$ cat config.mk
export PLATFORM = sky130hd
export DESIGN_NAME = cts_div
export DESIGN_NICKNAME = d
export VERILOG_FILES = /design/src/hdl/cts_pkg.sv /design/src/hdl/cts_div.sv
export SDC_FILE = /design/constraint.sdc
export NUM_CORES = 2
export LEC_CHECK = 0
export BUFFER_PORTS_ARGS = -buffer_cell sky130_fd_sc_hd__buf_4
export CORE_MARGIN = 2
export CORE_UTILIZATION = 51
export CTS_CLUSTER_DIAMETER = 40
export DETAILED_ROUTE_END_ITERATION = 6
export HOLD_SLACK_MARGIN = 0.08
export PLACE_DENSITY = 0.69
export SYNTH_ARGS = -nofsm -noshare
export SYNTH_HDL_FRONTEND = slang
export SYNTH_SLANG_ARGS = --single-unit
export TNS_END_PERCENT = 100
$ cat constraint.sdc
create_clock -name clk -period 3.8 [get_ports clk]
set_clock_uncertainty 0.2 [all_clocks]
set_input_delay 0.38 -clock clk [delete_from_list [all_inputs] [get_ports clk]]
set_output_delay 0.38 -clock clk [all_outputs]
set_load 0.01 [all_outputs]
$ cat src/hdl/cts_pkg.sv
// Shared types, constants and the divider step for the control to step period block.
// No dependencies; every other file in hdl/ refers to it by scoped names.
package cts_pkg;

    localparam int CONTROL_FRAC_BITS = 8;

    // Reset values of the scaled registers follow the control fraction width
    localparam int FS_RAW = 24 << CONTROL_FRAC_BITS;
    localparam logic [14:0] FULL_SCALE_RESET = 15'((FS_RAW > 32767) ? 32767 : FS_RAW);
    localparam logic [14:0] STOP_THRESHOLD_RESET = 15'(((1 << CONTROL_FRAC_BITS) + 5) / 10);

    localparam logic [27:0] BUS_CLOCK_RESET = 28'd120000000;
    localparam logic [15:0] PRESCALER_RESET = 16'd0;
    localparam logic [15:0] MIN_STEP_RESET  = 16'd200;
    localparam logic [15:0] MAX_STEP_RESET  = 16'd15000;
    localparam logic [15:0] MIN_RELOAD_RESET = 16'd10;

    localparam logic [21:0] RELOAD_MAX = 22'h3FFFFF;

    // Restoring divider geometry: one quotient bit per stage
    localparam int DIV_NW     = 32;
    localparam int DIV_DW     = 17;
    localparam int DIV_STAGES = DIV_NW;

    typedef enum logic [2:0] {
        REG_BUS_CLOCK  = 3'd0,
        REG_PRESCALER  = 3'd1,
        REG_MIN_STEP   = 3'd2,
        REG_MAX_STEP   = 3'd3,
        REG_FULL_SCALE = 3'd4,
        REG_STOP_THR   = 3'd5,
        REG_MIN_RELOAD = 3'd6
    } cfg_reg_t;

    typedef struct packed {
        logic [DIV_DW-1:0] rem;
        logic [DIV_NW-1:0] nq;
    } div_t;

    // Per-word control travelling beside the datapath
    typedef struct packed {
        logic       valid;
        logic       dir;
        logic       stop;
        logic [1:0] chan;
        logic       use_hi;
    } side_t;

    function automatic div_t div_step(input logic [DIV_DW-1:0] r,
                                      input logic [DIV_NW-1:0] nq,
                                      input logic [DIV_DW-1:0] d);
        logic [DIV_DW:0] sh;
        div_t            res;
        sh = {r, nq[DIV_NW-1]};
        if (sh >= {1'b0, d})
        begin
            res.rem = DIV_DW'(sh - {1'b0, d});
            res.nq  = {nq[DIV_NW-2:0], 1'b1};
        end
        else
        begin
            res.rem = sh[DIV_DW-1:0];
            res.nq  = {nq[DIV_NW-2:0], 1'b0};
        end
        return res;
    endfunction

endpackage

$ cat src/hdl/cts_div.sv
// Pipelined restoring unsigned divider, one quotient bit per stage.
// Uses cts_pkg for widths and the step function; advances only on en.
module cts_div (
    input  logic                        clk,
    input  logic                        en,
    input  logic [cts_pkg::DIV_NW-1:0]  num,
    input  logic [cts_pkg::DIV_DW-1:0]  den,
    output logic [cts_pkg::DIV_NW-1:0]  quo
);

    logic [cts_pkg::DIV_DW-1:0] rem_reg [cts_pkg::DIV_STAGES];
    logic [cts_pkg::DIV_NW-1:0] nq_reg  [cts_pkg::DIV_STAGES];
    logic [cts_pkg::DIV_DW-1:0] den_reg [cts_pkg::DIV_STAGES];
    cts_pkg::div_t              step_next [cts_pkg::DIV_STAGES];

    always_comb
    begin
        step_next[0] = cts_pkg::div_step('0, num, den);
        for (int k = 1; k < cts_pkg::DIV_STAGES; k++)
        begin
            step_next[k] = cts_pkg::div_step(rem_reg[k-1], nq_reg[k-1], den_reg[k-1]);
        end
    end

    always_ff @(posedge clk)
    begin
        if (en)
        begin
            den_reg[0] <= den;
            for (int k = 0; k < cts_pkg::DIV_STAGES; k++)
            begin
                rem_reg[k] <= step_next[k].rem;
                nq_reg[k]  <= step_next[k].nq;
            end
            for (int k = 1; k < cts_pkg::DIV_STAGES; k++)
            begin
                den_reg[k] <= den_reg[k-1];
            end
        end
    end

    assign quo = nq_reg[cts_pkg::DIV_STAGES-1];

endmodule
==> impl_metrics.py <==
metrics = {
    "die": {
        "die_w_um": 432,
        "initial_core_util_pct": 51.1,
        "core_area_sq_um": 182000,
        "rows": 157,
        "die_area_sq_um": 186000,
        "io_pins": 83,
        "die_h_um": 432,
    },
    "global_routing": {
        "grt_use_met3_pct": 3.11,
        "grt_first_pass_wirelength_mm": 269,
        "grt_usage_pct": 18.0,
        "grt_overflow": 0,
        "antenna_found_initial": 1,
        "use_met2_pct": 30.3,
        "gr-max-usage-layer": "met2",
        "grt_pass1_vias": 51500,
        "grt_max_degree": 112,
        "use_met1_pct": 23.6,
    },
    "logic_synthesis": {
        "synth.most_common_cell": "edfxtp_1",
        "yosys.area.top_type_share_pct": 66.9,
        "yosysTopAreaCell": "edfxtp_1",
        "synthFlopType": "edfxtp_1",
        "synth_edf_count": 2078,
        "synthDistinctLibCells": 84,
        "synth.net_count": 7121,
        "syn_area_per_cell_sq_um": 14.3,
        "syn_area_sq_um": 93300,
        "synth_common_cells": "edfxtp_1, inv_1, ha_1, a21oi_1, nor2_1",
        "synthTopCellsByArea": "edfxtp_1, ha_1, inv_1",
        "yosys_warnings": 0,
        "synthArstFlopShare_pct": 0,
        "syn_inst": 6511,
        "synth_seq_area_share_pct": 66.9,
        "ys_seq_elements": 2078,
    },
    "routing": {
        "avgRoutedWirePerCell_um": 17.4,
        "drt-vias-per-instance": 5.31,
        "wl_mm": 168,
        "ant_nets": 0,
        "drc": 5,
        "drtIter0Drc": 3488,
        "num_vias": 51100,
        "first_pass_iters": 7,
    },
    "sta": {
        "min_period_ps": 3680,
        "period_share_pct": 96.8,
        "setup_tns_ps": 0,
        "max_freq_ghz": 0.272,
        "setup_ws_ps": 122,
        "holdWs_ps": 161,
        "worst_slew_pin_slew_ps": 1220,
        "slew_viol_final": 0,
        "finalSetupViolCount": 0,
        "hold_viol_final": 0,
        "maxSlewHeadroom_pct": 18.7,
        "rsz0062_at_grt": "false",
    },
    "power_and_ir_drop": {
        "leakagePower_nw": 42.9,
        "ir_drop_v": 0.000654,
        "p_per_area_nw_per_um2": 837,
    },
    "critical_path": {
        "r2r_slack_ps": 120,
        "cp.required_ps": 4240,
        "cp_slowest_stage_delay_ps": 510,
        "cp_slowest_cell": "a2111oi_1",
        "critical-path-top-delay-family": "compound AO/OA/AOI/OAI gates",
        "crit_type": "reg2reg",
        "path_buf_inv": 2,
        "critPathMaxFanout": 2,
        "arrival_ps": 4120,
        "worst_setup_path_end_kind": "flop",
        "cp_cell_sequence": "inv_1 -> ha_1 -> inv_1 -> fa_1 -> a21o_1 -> a21oi_1 -> o21bai_1 -> a2111oi_1 -> nor4_1 -> a221o_1 -> a21oi_1 -> xnor2_1 -> mux2_2",
        "crit_path_start_kind": "flop",
    },
    "hold_path": {
        "min-delay-path-class": "reg2reg",
    },
    "placed_design": {
        "gp_congestion": 0.888,
        "hpwl_mm": 115,
        "placed_area_sq_um": 97800,
        "io_buffers": 82,
        "pre_cts_slack_ps": 9.89,
    },
    "clock_network": {
        "cts_buffers": 315,
        "cts_buffer_depth": 4,
        "clk_pin_slew_worst_paths_ps": 60,
        "htree_levels": 5,
        "insertion_delay_ps": 910,
        "tritoncts": "done",
        "cts_root_buf": "clkbuf_16",
        "clkSinkCount": 2078,
    },
    "run": {
        "maxCapViolCount": 0,
    },
    "finish": {
        "fillers": 13800,
        "final_area_sq_um": 109000,
        "largest_reg_flops": 1024,
        "antenna_cells": 0,
        "drive_gt1_share_pct": 14.6,
        "area_growth_syn_to_layout_pct": 16.9,
        "nets": 7629,
    },
    "status": {
        "status": "finished with violations",
        "violations": "design-rule violations",
    },
}
power breakdown:
group / internal, mW / switching, mW
clock network: 17.1 / 10.6
logic: 14.0 / 15.5
registers: 31.5 / 2.58
total: 62.6 / 28.7
layout by cell type, fill, tap and decap left out, types with 28 or more instances in the layout:
master,Yosys,final
a211oi_1,28,28
a21boi_0,31,31
a21o_1,227,227
a21oi_1,431,425
a31oi_1,36,35
and3_1,31,31
buf_12,0,42
buf_4,32,165
clkbuf_16,0,320
clkinv_2,0,28
clkinvlp_4,0,40
dlygate4sd3_1,0,98
edfxtp_1,2078,2078
fa_1,30,30
ha_1,529,529
inv_1,690,690
inv_6,0,41
mux2_2,208,208
mux2_4,37,37
nand2_1,272,272
nand2b_1,37,37
nand3_1,67,67
nand4_1,60,60
nor2_1,322,322
nor2b_1,53,53
nor3_1,78,78
o21a_1,60,60
o21ai_0,248,240
o21bai_1,96,96
xnor2_1,274,274
xor2_1,139,139
logic make-up (layout without fill, tap and decap cells):
family | Yosys count | after routing | share of synthesized area [%]
buffers and inverters | 807 | 1548 | 3.47
AND/OR/NAND/NOR | 1010 | 1010 | 5.05
flip-flops | 2078 | 2078 | 66.9
XOR/XNOR | 413 | 413 | 3.88
AO/OA/AOI/OAI | 1363 | 1363 | 9.49
adder cells (fa/ha/maj) | 559 | 559 | 7.74
multiplexers | 281 | 281 | 3.51
worst paths after layout:
kind,startpoint,to,cells past startpoint
setup / recovery,nq_reg[0][415]$_DFFE_PP_,rem_reg[0][237]$_DFFE_PP_,13
hold / removal,nq_reg[0][285]$_DFFE_PP_,nq_reg[0][318]$_DFFE_PP_,0
setup reg to reg,nq_reg[0][415]$_DFFE_PP_,rem_reg[0][237]$_DFFE_PP_,13
hold reg to reg,nq_reg[0][285]$_DFFE_PP_,nq_reg[0][318]$_DFFE_PP_,0
routing by layer:
metal,vias to the layer above,wire [um]
met4,0,4780
met5,-,0
met3,366,7210
li1,25200,-
met2,983,81800
met1,24600,73900
area by class of cell:
cell class                 count  area [sq um]  share of cell area (%)
clock inverter               208          2140                    1.96
multi-input combinational   3626         27800                    25.5
tap                         2385          2980                    2.73
clock buffer                 342          8070                    7.39
sequential                  2078         62400                    57.2
inverter                     691          2590                    2.38
timing repair buffer         307          3110                    2.85
what timing repair did:
item / 4_1_cts / 5_1_grt
hold buffers: 98 / 0
buffers inserted: 0 / 2
gates resized for setup: 1 / 13
pin swaps: 0 / 2
endpoints found under the setup margin: 1 / 95
endpoints found under the hold margin: 321 / 0
cloned: 0 / 1
per-stage QoR:
step	instances	power, mW	util, %
after floorplan	6511	56.0	-
after global placement	8986	63.0	53.6
after detailed placement	8986	63.6	53.6
after CTS	9634	91.9	59.7
after global routing	9637	96.7	59.8
final	9637	91.3	59.8
Power figures use the tool's default switching activity.
